[src/rtl/mtes_pkg.sv]
// Shared types, codes and helpers for the MIDI track event scanner.
package mtes_pkg;

  // Record kinds
  typedef enum logic [2:0] {
    KIND_CHAN  = 3'd0,
    KIND_TEMPO = 3'd1,
    KIND_SYSEX = 3'd2,
    KIND_META  = 3'd3,
    KIND_END   = 3'd4,
    KIND_ERR   = 3'd5
  } kind_e;

  // Byte codes of the file format
  localparam logic [7:0] META_TEMPO  = 8'h51;
  localparam logic [7:0] META_EOT    = 8'h2F;
  localparam logic [7:0] META_LYRIC  = 8'h05;
  localparam logic [7:0] ST_SYSEX    = 8'hF0;
  localparam logic [7:0] ST_SYSEX_CT = 8'hF7;
  localparam logic [7:0] ST_META     = 8'hFF;
  localparam logic [7:0] DATA_MASK   = 8'h7F;

  // Depth of the queue between parser and output stage
  localparam int unsigned QDEPTH = 4;
  localparam int unsigned QPTR_W = $clog2(QDEPTH);

  typedef struct packed {
    kind_e       kind;
    logic [31:0] tick;
    logic [7:0]  status;
    logic [23:0] tempo;
  } rec_t;

  typedef struct packed {
    logic [15:0] channels_used;
    logic [4:0]  channel_count;
    logic [15:0] track_meta_count;
    logic        lyric_seen;
    logic [31:0] song_ticks;
    logic [1:0]  sysex_spread;
  } stats_t;

  // One queue entry: the records caused by one byte
  typedef struct packed {
    rec_t [1:0] recs;
    logic       two;
    stats_t     stats;
  } entry_t;

  function automatic logic [31:0] sat_add(input logic [31:0] a, input logic [31:0] b);
    logic [32:0] s;
    s = {1'b0, a} + {1'b0, b};
    return s[32] ? 32'hFFFF_FFFF : s[31:0];
  endfunction

endpackage

[src/rtl/mtes_if.sv]
// Channel interfaces: track bytes in, event records out, configuration write.
interface mtes_byte_if;
  logic       valid;
  logic       ready;
  logic [7:0] data_byte;
  logic       first_of_track;
  logic       last_of_track;
  logic       first_of_song;
  modport source (output valid, data_byte, first_of_track, last_of_track, first_of_song,
                  input ready);
  modport sink   (input valid, data_byte, first_of_track, last_of_track, first_of_song,
                  output ready);
endinterface

interface mtes_event_if;
  logic        valid;
  logic        ready;
  logic [2:0]  event_kind;
  logic [31:0] event_tick;
  logic [7:0]  status_value;
  logic [23:0] tempo_value;
  logic [15:0] channels_used;
  logic [4:0]  channel_count;
  logic [15:0] track_meta_count;
  logic        lyric_seen;
  logic [31:0] song_ticks;
  logic [1:0]  sysex_spread;
  logic        last_result;
  modport source (output valid, event_kind, event_tick, status_value, tempo_value,
                  channels_used, channel_count, track_meta_count, lyric_seen,
                  song_ticks, sysex_spread, last_result, input ready);
  modport sink   (input valid, event_kind, event_tick, status_value, tempo_value,
                  channels_used, channel_count, track_meta_count, lyric_seen,
                  song_ticks, sysex_spread, last_result, output ready);
endinterface

interface mtes_cfg_if;
  logic valid;
  logic ready;
  logic format_two_mode;
  modport source (output valid, format_two_mode, input ready);
  modport sink   (input valid, format_two_mode, output ready);
endinterface

[src/rtl/mtes_front.sv]
// Byte parser: decodes one track byte per cycle while the queue is not full and builds its records.
module mtes_front #(
  parameter int unsigned MAX_TRACKS = 256
) (
  input  logic               clk_i,
  input  logic               rst_ni,
  mtes_byte_if.sink          byte_i,
  mtes_cfg_if.sink           cfg_i,
  input  logic               full_i,
  output logic               push_o,
  output mtes_pkg::entry_t   entry_o
);

  localparam int unsigned TRK_W = $clog2(MAX_TRACKS + 1);
  localparam logic [TRK_W-1:0] TRK_MAX = TRK_W'(MAX_TRACKS);

  localparam logic [2:0] PH_DELTA     = 3'd0;
  localparam logic [2:0] PH_STATUS    = 3'd1;
  localparam logic [2:0] PH_META_TYPE = 3'd2;
  localparam logic [2:0] PH_META_LEN1 = 3'd3;
  localparam logic [2:0] PH_META_LENN = 3'd4;
  localparam logic [2:0] PH_TEMPO     = 3'd5;
  localparam logic [2:0] PH_SYSEX_LEN = 3'd6;
  localparam logic [2:0] PH_SKIP      = 3'd7;

  logic             fmt_q;
  logic [2:0]       phase_q, phase_d;
  logic [7:0]       rs_q, rs_d;
  logic [27:0]      dacc_q, dacc_d;
  logic [2:0]       dcnt_q, dcnt_d;
  logic [31:0]      tick_q, tick_d;
  logic [31:0]      let_q, let_d;
  logic [27:0]      skip_q, skip_d;
  logic [27:0]      lacc_q, lacc_d;
  logic [7:0]       ety_q, ety_d;
  logic [23:0]      tacc_q, tacc_d;
  logic [15:0]      mask_q, mask_d;
  logic [4:0]       total_q, total_d;
  logic [15:0]      meta_q, meta_d;
  logic             lyric_q, lyric_d;
  logic [31:0]      song_q, song_d;
  logic [31:0]      off_q, off_d;
  logic [TRK_W-1:0] trk_q, trk_d;
  logic [TRK_W-1:0] sxtrk_q, sxtrk_d;
  logic [1:0]       spread_q, spread_d;
  logic             done_q, done_d;

  mtes_pkg::rec_t [1:0] recs;
  logic [1:0]           nrec;

  logic accept;
  assign byte_i.ready = !full_i;
  assign cfg_i.ready  = 1'b1;
  assign accept       = byte_i.valid && byte_i.ready;

  always_comb begin
    logic [7:0]  b;
    logic [7:0]  st;
    logic        run;
    logic [1:0]  rem;
    logic [15:0] bit_v;
    logic        fin;
    b        = byte_i.data_byte;
    st       = b;
    run      = 1'b0;
    rem      = 2'd2;
    bit_v    = '0;
    fin      = 1'b0;
    nrec     = 2'd0;
    recs     = '0;
    phase_d  = phase_q;  rs_d   = rs_q;   dacc_d  = dacc_q;  dcnt_d  = dcnt_q;
    tick_d   = tick_q;   let_d  = let_q;  skip_d  = skip_q;  lacc_d  = lacc_q;
    ety_d    = ety_q;    tacc_d = tacc_q; mask_d  = mask_q;  total_d = total_q;
    meta_d   = meta_q;   lyric_d = lyric_q; song_d = song_q; off_d   = off_q;
    trk_d    = trk_q;    sxtrk_d = sxtrk_q; spread_d = spread_q; done_d = done_q;

    // Clear song-wide state
    if (byte_i.first_of_song) begin
      mask_d = '0; total_d = '0; lyric_d = 1'b0; song_d = '0;
      trk_d = '0; sxtrk_d = '0; spread_d = '0;
    end
    // Restart the track
    if (byte_i.first_of_track) begin
      if (trk_d < TRK_MAX) trk_d = trk_d + 1'b1;
      phase_d = PH_DELTA; rs_d = '0; dacc_d = '0; dcnt_d = '0; tick_d = '0;
      let_d = '0; skip_d = '0; lacc_d = '0; ety_d = '0; tacc_d = '0;
      meta_d = '0; done_d = 1'b0;
      off_d = fmt_q ? song_d : 32'd0;
    end

    if (!done_d) begin
      unique case (phase_d)
        PH_DELTA: begin
          dacc_d = {dacc_d[20:0], b[6:0]};
          dcnt_d = dcnt_d + 3'd1;
          if (!b[7] || dcnt_d >= 3'd4) begin
            if (dcnt_d < 3'd4) tick_d = mtes_pkg::sat_add(tick_d, {4'd0, dacc_d});
            dacc_d  = '0;
            dcnt_d  = '0;
            phase_d = PH_STATUS;
          end
        end
        PH_STATUS: begin
          priority if (b == mtes_pkg::ST_META) begin
            if (fmt_q) let_d = tick_d;
            phase_d = PH_META_TYPE;
          end else if (b == mtes_pkg::ST_SYSEX) begin
            let_d = tick_d;
            recs[nrec[0]] = '{mtes_pkg::KIND_SYSEX, mtes_pkg::sat_add(tick_d, off_d),
                              mtes_pkg::ST_SYSEX, 24'd0};
            nrec = nrec + 2'd1;
            if (spread_d == 2'd0) begin
              spread_d = 2'd1;
              sxtrk_d  = trk_d;
            end else if (spread_d == 2'd1 && sxtrk_d != trk_d) begin
              spread_d = 2'd2;
            end
            lacc_d  = '0;
            phase_d = PH_SYSEX_LEN;
          end else if (b == mtes_pkg::ST_SYSEX_CT) begin
            phase_d = PH_DELTA;
          end else if (b[7:4] == 4'hF || (!b[7] && rs_d == 8'd0)) begin
            // Bad system status, or data with no running status
            recs[nrec[0]] = '{mtes_pkg::KIND_ERR, mtes_pkg::sat_add(tick_d, off_d),
                              b, 24'd0};
            nrec    = nrec + 2'd1;
            done_d  = 1'b1;
            phase_d = PH_DELTA;
          end else begin
            if (!b[7]) begin
              st  = rs_d;
              run = 1'b1;
            end
            if (st[7:4] == 4'h8 || st[7:4] == 4'h9) begin
              bit_v = 16'd1 << st[3:0];
              if ((mask_d & bit_v) == 16'd0) begin
                mask_d  = mask_d | bit_v;
                total_d = total_d + 5'd1;
              end
            end
            rem = (st[7:4] == 4'hC || st[7:4] == 4'hD) ? 2'd1 : 2'd2;
            if (run) rem = rem - 2'd1;
            rs_d  = st;
            let_d = tick_d;
            recs[nrec[0]] = '{mtes_pkg::KIND_CHAN, mtes_pkg::sat_add(tick_d, off_d),
                              st, 24'd0};
            nrec    = nrec + 2'd1;
            skip_d  = {26'd0, rem};
            phase_d = (rem == 2'd0) ? PH_DELTA : PH_SKIP;
          end
        end
        PH_META_TYPE: begin
          ety_d   = b;
          phase_d = PH_META_LEN1;
        end
        PH_META_LEN1: begin
          priority if (ety_d == mtes_pkg::META_TEMPO && b == 8'h03) begin
            tacc_d  = '0;
            skip_d  = 28'd3;
            phase_d = PH_TEMPO;
          end else if (ety_d == mtes_pkg::META_EOT && b == 8'h00) begin
            fin = 1'b1;
          end else begin
            if (ety_d < 8'h10 && meta_d != 16'hFFFF) meta_d = meta_d + 16'd1;
            if (ety_d == mtes_pkg::META_LYRIC) lyric_d = 1'b1;
            recs[nrec[0]] = '{mtes_pkg::KIND_META, mtes_pkg::sat_add(tick_d, off_d),
                              ety_d, 24'd0};
            nrec   = nrec + 2'd1;
            lacc_d = {21'd0, b[6:0]};
            if (b[7]) begin
              phase_d = PH_META_LENN;
            end else begin
              skip_d  = lacc_d;
              phase_d = (lacc_d == 28'd0) ? PH_DELTA : PH_SKIP;
            end
          end
        end
        PH_META_LENN, PH_SYSEX_LEN: begin
          lacc_d = {lacc_d[20:0], b[6:0]};
          if (!b[7]) begin
            skip_d  = lacc_d;
            phase_d = (lacc_d == 28'd0) ? PH_DELTA : PH_SKIP;
          end
        end
        PH_TEMPO: begin
          tacc_d = {tacc_d[15:0], b};
          if (skip_d != 28'd0) skip_d = skip_d - 28'd1;
          if (skip_d == 28'd0) begin
            recs[nrec[0]] = '{mtes_pkg::KIND_TEMPO, mtes_pkg::sat_add(tick_d, off_d),
                              mtes_pkg::META_TEMPO, tacc_d};
            nrec    = nrec + 2'd1;
            phase_d = PH_DELTA;
          end
        end
        PH_SKIP: begin
          if (skip_d != 28'd0) skip_d = skip_d - 28'd1;
          if (skip_d == 28'd0) phase_d = PH_DELTA;
        end
        default: phase_d = PH_DELTA;
      endcase
      // End of track, from the end meta event or from the chunk boundary
      if (fin || (byte_i.last_of_track && !done_d)) begin
        recs[nrec[0]] = '{mtes_pkg::KIND_END, let_d, mtes_pkg::META_EOT, 24'd0};
        nrec = nrec + 2'd1;
        if (fmt_q) song_d = mtes_pkg::sat_add(song_d, let_d);
        else if (let_d > song_d) song_d = let_d;
        done_d  = 1'b1;
        phase_d = PH_DELTA;
      end
    end
  end

  // Hand the records of this byte to the queue
  assign push_o                 = accept && (nrec != 2'd0);
  assign entry_o.recs           = recs;
  assign entry_o.two            = nrec[1];
  assign entry_o.stats.channels_used    = mask_d;
  assign entry_o.stats.channel_count    = total_d;
  assign entry_o.stats.track_meta_count = meta_d;
  assign entry_o.stats.lyric_seen       = lyric_d;
  assign entry_o.stats.song_ticks       = song_d;
  assign entry_o.stats.sysex_spread     = spread_d;

  // Configuration register
  always_ff @(posedge clk_i or negedge rst_ni) begin
    if (!rst_ni) begin
      fmt_q <= 1'b0;
    end else if (cfg_i.valid) begin
      fmt_q <= cfg_i.format_two_mode;
    end
  end

  // Parser state, advanced on each accepted byte
  always_ff @(posedge clk_i or negedge rst_ni) begin
    if (!rst_ni) begin
      phase_q <= PH_DELTA; rs_q <= '0; dacc_q <= '0; dcnt_q <= '0; tick_q <= '0;
      let_q <= '0; skip_q <= '0; lacc_q <= '0; ety_q <= '0; tacc_q <= '0;
      mask_q <= '0; total_q <= '0; meta_q <= '0; lyric_q <= 1'b0; song_q <= '0;
      off_q <= '0; trk_q <= '0; sxtrk_q <= '0; spread_q <= '0; done_q <= 1'b0;
    end else if (accept) begin
      phase_q <= phase_d; rs_q <= rs_d; dacc_q <= dacc_d; dcnt_q <= dcnt_d;
      tick_q <= tick_d; let_q <= let_d; skip_q <= skip_d; lacc_q <= lacc_d;
      ety_q <= ety_d; tacc_q <= tacc_d; mask_q <= mask_d; total_q <= total_d;
      meta_q <= meta_d; lyric_q <= lyric_d; song_q <= song_d; off_q <= off_d;
      trk_q <= trk_d; sxtrk_q <= sxtrk_d; spread_q <= spread_d; done_q <= done_d;
    end
  end

endmodule

[src/rtl/mtes_queue.sv]
// Short queue of per-byte record groups between parser and output stage.
module mtes_queue (
  input  logic             clk_i,
  input  logic             rst_ni,
  input  logic             push_i,
  input  mtes_pkg::entry_t entry_i,
  output logic             full_o,
  input  logic             pop_i,
  output logic             empty_o,
  output mtes_pkg::entry_t head_o
);

  localparam int unsigned CNT_W = $clog2(mtes_pkg::QDEPTH + 1);

  mtes_pkg::entry_t                 mem_q [mtes_pkg::QDEPTH];
  logic [mtes_pkg::QPTR_W-1:0]      wr_q, wr_d, rd_q, rd_d;
  logic [CNT_W-1:0]                 cnt_q, cnt_d;

  assign full_o  = (cnt_q == CNT_W'(mtes_pkg::QDEPTH));
  assign empty_o = (cnt_q == '0);
  assign head_o  = mem_q[rd_q];

  always_comb begin
    wr_d  = push_i ? wr_q + 1'b1 : wr_q;
    rd_d  = pop_i ? rd_q + 1'b1 : rd_q;
    cnt_d = cnt_q + CNT_W'(push_i) - CNT_W'(pop_i);
  end

  // Store an entry
  always_ff @(posedge clk_i) begin
    if (push_i) mem_q[wr_q] <= entry_i;
  end

  // Advance pointers
  always_ff @(posedge clk_i or negedge rst_ni) begin
    if (!rst_ni) begin
      wr_q  <= '0;
      rd_q  <= '0;
      cnt_q <= '0;
    end else begin
      wr_q  <= wr_d;
      rd_q  <= rd_d;
      cnt_q <= cnt_d;
    end
  end

  a_no_overflow: assert property (@(posedge clk_i) disable iff (!rst_ni)
    !(push_i && full_o && !pop_i)) else $error("queue push while full");
  a_no_underflow: assert property (@(posedge clk_i) disable iff (!rst_ni)
    !(pop_i && empty_o)) else $error("queue pop while empty");
  a_ptr_count: assert property (@(posedge clk_i) disable iff (!rst_ni)
    (cnt_q == '0 || cnt_q == CNT_W'(mtes_pkg::QDEPTH)) |-> (wr_q == rd_q))
    else $error("queue pointers disagree with fill count");

endmodule

[src/rtl/mtes_back.sv]
// Output stage: sends the one or two records of the head entry in order.
module mtes_back (
  input  logic             clk_i,
  input  logic             rst_ni,
  input  logic             empty_i,
  input  mtes_pkg::entry_t head_i,
  output logic             pop_o,
  mtes_event_if.source     evt_o
);

  logic           sel_q, sel_d;
  logic           last;
  logic           take;
  mtes_pkg::rec_t rec;

  assign rec   = head_i.recs[sel_q];
  assign last  = sel_q || !head_i.two;
  assign take  = evt_o.valid && evt_o.ready;
  assign pop_o = take && last;
  assign sel_d = take ? !last : sel_q;

  assign evt_o.valid            = !empty_i;
  assign evt_o.event_kind       = rec.kind;
  assign evt_o.event_tick       = rec.tick;
  assign evt_o.status_value     = rec.status;
  assign evt_o.tempo_value      = rec.tempo;
  assign evt_o.channels_used    = head_i.stats.channels_used;
  assign evt_o.channel_count    = head_i.stats.channel_count;
  assign evt_o.track_meta_count = head_i.stats.track_meta_count;
  assign evt_o.lyric_seen       = head_i.stats.lyric_seen;
  assign evt_o.song_ticks       = head_i.stats.song_ticks;
  assign evt_o.sysex_spread     = head_i.stats.sysex_spread;
  assign evt_o.last_result      = last;

  // Step through the records of the head entry
  always_ff @(posedge clk_i or negedge rst_ni) begin
    if (!rst_ni) begin
      sel_q <= 1'b0;
    end else begin
      sel_q <= sel_d;
    end
  end

endmodule

[src/rtl/midi_track_event_scanner_core.sv]
// Top level of the MIDI track event scanner.
// Takes one track byte per cycle and emits channel, tempo, sysex, meta and
// track-end/error records with song-wide statistics. The parser accepts a byte
// every cycle while its four-entry record queue has room; each byte yields zero,
// one or two records, and the output stage sends one record per cycle while the
// receiver is ready. The records of a byte are registered in the queue first.
// The format-2 register must be written on the configuration channel only while
// the block is idle; this is not enforced. The channel is always ready.
module midi_track_event_scanner_core #(
  parameter int unsigned MAX_TRACKS = 256
) (
  input  logic          clk_i,
  input  logic          rst_ni,
  mtes_byte_if.sink     byte_i,
  mtes_cfg_if.sink      cfg_i,
  mtes_event_if.source  event_o
);

  logic             push, pop, full, empty;
  mtes_pkg::entry_t entry, head;

  mtes_front #(.MAX_TRACKS(MAX_TRACKS)) u_front (
    .clk_i   (clk_i),
    .rst_ni  (rst_ni),
    .byte_i  (byte_i),
    .cfg_i   (cfg_i),
    .full_i  (full),
    .push_o  (push),
    .entry_o (entry)
  );

  mtes_queue u_queue (
    .clk_i   (clk_i),
    .rst_ni  (rst_ni),
    .push_i  (push),
    .entry_i (entry),
    .full_o  (full),
    .pop_i   (pop),
    .empty_o (empty),
    .head_o  (head)
  );

  mtes_back u_back (
    .clk_i   (clk_i),
    .rst_ni  (rst_ni),
    .empty_i (empty),
    .head_i  (head),
    .pop_o   (pop),
    .evt_o   (event_o)
  );

endmodule
[src/flat_wrapper.sv]
// flat-port wrapper written by rule: the top's interface ports become plain ports
module midi_track_event_scanner_core_flat 
#(
  parameter int unsigned MAX_TRACKS = 256
)
  (clk_i, rst_ni, byte_i_valid, byte_i_data_byte, byte_i_first_of_track, byte_i_last_of_track, byte_i_first_of_song, byte_i_ready, cfg_i_valid, cfg_i_format_two_mode, cfg_i_ready, event_o_valid, event_o_event_kind, event_o_event_tick, event_o_status_value, event_o_tempo_value, event_o_channels_used, event_o_channel_count, event_o_track_meta_count, event_o_lyric_seen, event_o_song_ticks, event_o_sysex_spread, event_o_last_result, event_o_ready);
  mtes_byte_if byte_i_i ();
  mtes_cfg_if cfg_i_i ();
  mtes_event_if event_o_i ();
  input  logic clk_i;
  input  logic rst_ni;
  input wire logic [$bits(byte_i_i.valid)-1:0] byte_i_valid;
  input wire logic [$bits(byte_i_i.data_byte)-1:0] byte_i_data_byte;
  input wire logic [$bits(byte_i_i.first_of_track)-1:0] byte_i_first_of_track;
  input wire logic [$bits(byte_i_i.last_of_track)-1:0] byte_i_last_of_track;
  input wire logic [$bits(byte_i_i.first_of_song)-1:0] byte_i_first_of_song;
  output wire logic [$bits(byte_i_i.ready)-1:0] byte_i_ready;
  input wire logic [$bits(cfg_i_i.valid)-1:0] cfg_i_valid;
  input wire logic [$bits(cfg_i_i.format_two_mode)-1:0] cfg_i_format_two_mode;
  output wire logic [$bits(cfg_i_i.ready)-1:0] cfg_i_ready;
  output wire logic [$bits(event_o_i.valid)-1:0] event_o_valid;
  output wire logic [$bits(event_o_i.event_kind)-1:0] event_o_event_kind;
  output wire logic [$bits(event_o_i.event_tick)-1:0] event_o_event_tick;
  output wire logic [$bits(event_o_i.status_value)-1:0] event_o_status_value;
  output wire logic [$bits(event_o_i.tempo_value)-1:0] event_o_tempo_value;
  output wire logic [$bits(event_o_i.channels_used)-1:0] event_o_channels_used;
  output wire logic [$bits(event_o_i.channel_count)-1:0] event_o_channel_count;
  output wire logic [$bits(event_o_i.track_meta_count)-1:0] event_o_track_meta_count;
  output wire logic [$bits(event_o_i.lyric_seen)-1:0] event_o_lyric_seen;
  output wire logic [$bits(event_o_i.song_ticks)-1:0] event_o_song_ticks;
  output wire logic [$bits(event_o_i.sysex_spread)-1:0] event_o_sysex_spread;
  output wire logic [$bits(event_o_i.last_result)-1:0] event_o_last_result;
  input wire logic [$bits(event_o_i.ready)-1:0] event_o_ready;
  assign byte_i_i.valid = byte_i_valid;
  assign byte_i_i.data_byte = byte_i_data_byte;
  assign byte_i_i.first_of_track = byte_i_first_of_track;
  assign byte_i_i.last_of_track = byte_i_last_of_track;
  assign byte_i_i.first_of_song = byte_i_first_of_song;
  assign byte_i_ready = byte_i_i.ready;
  assign cfg_i_i.valid = cfg_i_valid;
  assign cfg_i_i.format_two_mode = cfg_i_format_two_mode;
  assign cfg_i_ready = cfg_i_i.ready;
  assign event_o_valid = event_o_i.valid;
  assign event_o_event_kind = event_o_i.event_kind;
  assign event_o_event_tick = event_o_i.event_tick;
  assign event_o_status_value = event_o_i.status_value;
  assign event_o_tempo_value = event_o_i.tempo_value;
  assign event_o_channels_used = event_o_i.channels_used;
  assign event_o_channel_count = event_o_i.channel_count;
  assign event_o_track_meta_count = event_o_i.track_meta_count;
  assign event_o_lyric_seen = event_o_i.lyric_seen;
  assign event_o_song_ticks = event_o_i.song_ticks;
  assign event_o_sysex_spread = event_o_i.sysex_spread;
  assign event_o_last_result = event_o_i.last_result;
  assign event_o_i.ready = event_o_ready;
  midi_track_event_scanner_core #(.MAX_TRACKS(MAX_TRACKS)) u_core (.clk_i(clk_i), .rst_ni(rst_ni), .byte_i(byte_i_i), .cfg_i(cfg_i_i), .event_o(event_o_i));
endmodule
[config.mk]
export PLATFORM = sky130hd
export DESIGN_NAME = midi_track_event_scanner_core_flat
export DESIGN_NICKNAME = d
export VERILOG_FILES = /design/src/rtl/mtes_pkg.sv /design/src/rtl/mtes_if.sv /design/src/rtl/mtes_front.sv /design/src/rtl/mtes_queue.sv /design/src/rtl/mtes_back.sv /design/src/rtl/midi_track_event_scanner_core.sv /design/src/flat_wrapper.sv
export SDC_FILE = /design/constraint.sdc
export NUM_CORES = 2
export LEC_CHECK = 0
export BUFFER_PORTS_ARGS = -buffer_cell sky130_fd_sc_hd__buf_2
export CORE_ASPECT_RATIO = 1.1
export CORE_UTILIZATION = 28
export DETAILED_ROUTE_END_ITERATION = 12
export RECOVER_POWER = 25
export SLEW_MARGIN = 20
export SYNTH_ARGS = -nofsm -noshare
export SYNTH_HDL_FRONTEND = slang
export SYNTH_SLANG_ARGS = --single-unit
export TNS_END_PERCENT = 1
[constraint.sdc]
create_clock -name clk_i -period 10.47 [get_ports clk_i]
set_input_delay 1.5705 -clock clk_i [delete_from_list [all_inputs] [get_ports clk_i]]
set_output_delay 1.5705 -clock clk_i [all_outputs]
set_load 0.03 [all_outputs]
==> impl_summary.txt <==
----------------------------------------------------
[Status]
  Outcome ... finished, violations left
  Violations in the final reports ... max-capacitance violations, max-slew violations

[Timing]
  # setup viols final ... 0
  Min Clock Period, post-route ... roughly 9.1 ns
  Setup tns final ... 0 ns
  Fraction of the cycle the final worst path needs ... 87.2%
  Number of hold violations in the final report ... 0
  Setup repair after global routing missed its margin ... false
  Slew at the pin with the worst max-slew slack ... 5.99 ns
  Highest achievable clock rate ... 0.110 GHz
  Headroom to the max-slew limit ... -299%
  Final Max Slew Viols ... 517
  Final critical-path setup slack ... about 1.3 ns
  Final hold slack ... about 0.46 ns
  Largest clock skew in the final design ... about 0.053 ns

[Synthesis]
  Top area cells in the synthesized netlist ... edfxtp_1, dfrtp_1, mux4_2
  Flip-flop and latch count after synthesis ... 992
  Synth async-reset ratio ... 30.6%
  EDFF count, synth ... around 700
  Net count after synthesis ... 4,209
  Flip-flop cell with the highest count after synthesis ... edfxtp_1
  Avg Inst Size Synth ... 12.2 sq um
  Post-synth top area share ... 41.8%
  Sequential cell area fraction in the yosys report ... 57.1%
  Syn Inst Count ... between 4,000 and 5,000
  Cell taking the most area after synthesis ... edfxtp_1
  Post-Synthesis Cell Area ... 49,500 sq um
  Number of unique standard cell types used by synthesis ... 92
  Synth Warn # ... 0

[Worst setup path]
  Critical path launch point type ... input pin
  Capturing point of the worst reg2reg path ... u_core.u_front.song_q[17]
  Reg2reg path depth ... 18
  Worst-case register-to-register setup slack ... 2.86 ns
  Maximum fanout count along the critical path ... 47
  Worst flop-to-flop path startpoint ... u_core.u_front.fmt_q
  Critical Setup Path Class ... input pin to flop
  Crit-path cells ... buf_2 > clkbuf_1 > inv_1 > clkbuf_1 > nand2_1 > o22ai_1 > ha_1 > nand4_1 > nor2_1 > nand2_1 > o21ai_0 > a31oi_1 > o21ai_0 > buf_4 > a31o_2 > a31o_2 > a21oi_1 > o22ai_1
  Critical path endpoint ... u_core.u_queue.mem_q[1][107]
  Largest incremental delay on the critical path ... 1.87 ns
  Worst setup path startpoint ... byte_i_first_of_song
  Required time at the endpoint of the critical path ... roughly 11 ns
  CP max stage cell ... clkbuf_1
  Critical Path Sink Type ... flop
  Worst endpoint data arrival time ... about 9.5 ns

[Clocking]
  Root buffer cell ... clkbuf_16
  Hold buffer count at CTS ... 0
  Clock latency of the later-clocked register in the worst-skew pair ... 0.74 ns
  Number of cells upsized or downsized after cts ... 0
  CTS tree ... done
  Clock tree sinks ... 992
  # H-tree levels ... 3
  Total setup buffers inserted after CTS ... 0
  Clock-pin slew on the worst setup and hold paths ... 0.06 ns
  Maximum root-to-sink buffer count ... 3
  Number of buffers added by the clock tree synthesis step ... 99

[Cells and area]
  Area of all sequential standard cells ... 28,300 sq um
  Ratio of cells with drive above 1 in the final layout ... approximately 15%
  Layout filler cell count ... 17,554
  Fin nets ... 4,305
  Non-Filler Cell Area, Final ... about 56,000 sq um
  Multi-input logic area ... 19,700 sq um
  Post-synthesis to final-layout area growth ... 13.4%

[Worst hold path]
  Hold path startpoint ... u_core.u_front.tick_q[3]
  Worst hold path class ... flop to flop

[Drt]
  Total routed wirelength ... 147 mm
  Drt first-iter violations ... 3,321
  Number of DRC violations after detailed routing ... 0
  Router iterations before antenna repair ... 8
  Post-detailed-route wirelength per cell ... between 20 and 25 um
  Via count ... 34,246
  Vias per cell ... 5.26
  Antenna-violating nets left ... 0

[Floorplanning]
  Starting density of the core ... between 20 and 30%
  CORE AREA ... between 150,000 and 200,000 sq um
  Top-level port count ... 160
  Die Height ... 443 um
  Width of the die ... 403 um
  Cell Rows ... between 150 and 200
  Total die area ... 178,000 sq um

[Pwr]
  Leakage power ... 21.3 nW
  Power per unit of standard cell area ... 257 nW/um^2
  VDD IR max ... 0.188 mV
  Total power of the final layout ... around 14 mW

[Placement]
  Placer congestion estimate ... 0.932
  Total half-perimeter wirelength after legalization and detailed placement ... 101 mm
  Number of port buffers ... 158
  Setup slack after placement ... 1.87 ns
  Placed Area ... 52,900 sq um

[Job]
  Max-cap check violation count ... 10

[Global route]
  Global-route wire length before repair ... 220 mm
  Total global routing track utilization ... 16.1%
  Via count of the first global-routing pass ... 33,365
  Global route total overflow ... 0
  Largest net degree at the start of global routing ... 156
  Initial antenna violation count ... 10

----------------------------------------------------
## final cells by class
cell class,instances,share of cell area (%)
inverters,170,1.14
clock inverters,46,0.984
diodes,3,0.0134
repair buffers,233,2.50
multi-input cells,2647,35.1
well taps,2282,5.09
clock buffers,138,4.82
flip-flops and latches,992,50.4
## where the power goes
group          internal, mW  switching (mW)
clock network          2.04            1.56
logic                  1.93            3.62
registers              4.89           0.370
total                  8.86            5.55
## cells in the final DEF, fill, tap and decap left out, types with 66 or more instances in the layout
cell type,n
nor2_1,277
mux4_2,172
nand2_1,443
edfxtp_1,688
ha_1,141
nor2b_1,126
clkbuf_16,99
o21ai_0,281
dfrtp_1,302
a21oi_1,152
buf_2,141
mux2_2,67
a22o_1,82
inv_1,170
xnor2_1,66
o22ai_1,74
## per-stage QoR
stage / instances / util, %
finish: 6511 / 32.0
global route: 6509 / 32.0
CTS: 6508 / 32.1
detailed placement: 6324 / 30.2
global placement: 6324 / 30.2
floorplan: 4047 / -
## cells in the mapped netlist, drive strengths merged (35+ instances only)
cell type  count
clkbuf       175
mux4         172
ha           141
edfxtp       688
and2          47
o21ai        288
nor2         281
nor3          60
a21o          41
xnor2         66
buf           63
a22o          82
mux2i         35
nor2b        127
inv          169
xor2          39
a21oi        153
dfrtp        304
nand2        443
mux2          68
nand3         49
o22ai         85
a22oi         36
## how the worst min path moves through the flow
stage          depth (start not counted)                  endpoint
2_1_floorplan                          2  u_core.u_front.dcnt_q[1]
3_3_place_gp                           2  u_core.u_front.dcnt_q[1]
3_5_place_dp                           2  u_core.u_front.tick_q[3]
4_1_cts                                2  u_core.u_front.tick_q[3]
5_1_grt                                2  u_core.u_front.tick_q[3]
6_report                               2  u_core.u_front.tick_q[3]
## sequential cells by signal, summed over array words and instances, names as in the netlist, 2 cells and up
signal,flops
u_core.u_front.dacc_q,21
u_core.u_front.total_q,5
u_core.u_front.tick_q,32
u_core.u_queue.cnt_q,3
u_core.u_front.sxtrk_q,9
u_core.u_front.rs_q,8
u_core.u_front.mask_q,16
u_core.u_queue.mem_q,688
u_core.u_front.meta_q,16
u_core.u_front.off_q,32
u_core.u_front.ety_q,8
u_core.u_queue.rd_q,2
u_core.u_front.skip_q,28
u_core.u_front.song_q,32
u_core.u_queue.wr_q,2
u_core.u_front.spread_q,2
u_core.u_front.tacc_q,16
u_core.u_front.lacc_q,21
u_core.u_front.phase_q,3
u_core.u_front.dcnt_q,3
u_core.u_front.let_q,32
u_core.u_front.trk_q,9
## metal layers
metal / vias up / part of all wire [%] / GRT usage [%]
li1: 15417 / - / -
met1: 17443 / 44 / 22.0
met2: 1150 / 47 / 25.9
met3: 228 / 6.2 / 2.74
met4: 8 / 3.3 / 5.49
met5: - / 0.042 / 0
## logic make-up (layout without fill, tap and decap cells)
| kind of cell | count (synthesis) | after routing | synth area share [%] |
|---|---|---|---|
| multiplexers | 275 | 275 | 10.1 |
| buffers and inverters | 408 | 587 | 3.26 |
| adder cells (fa/ha/maj) | 145 | 145 | 3.73 |
| XOR/XNOR | 105 | 105 | 1.86 |
| flip-flops | 992 | 992 | 57.1 |
| AND/OR/NAND/NOR | 1177 | 1177 | 11.2 |
| other | 1 | 4 | 0.00758 |
| AO/OA/AOI/OAI | 944 | 944 | 12.7 |
## worst max-delay path: cells and delay by family
family | cells | cell delay [ns]
buffers and inverters | 5 | 3.51
and+or+nand+nor | 4 | 1.28
AOI/OAI and AO/OA | 8 | 2.78
adders and majority gates | 1 | 0.31
No activity file was read; power rests on OpenSTA's default activity.
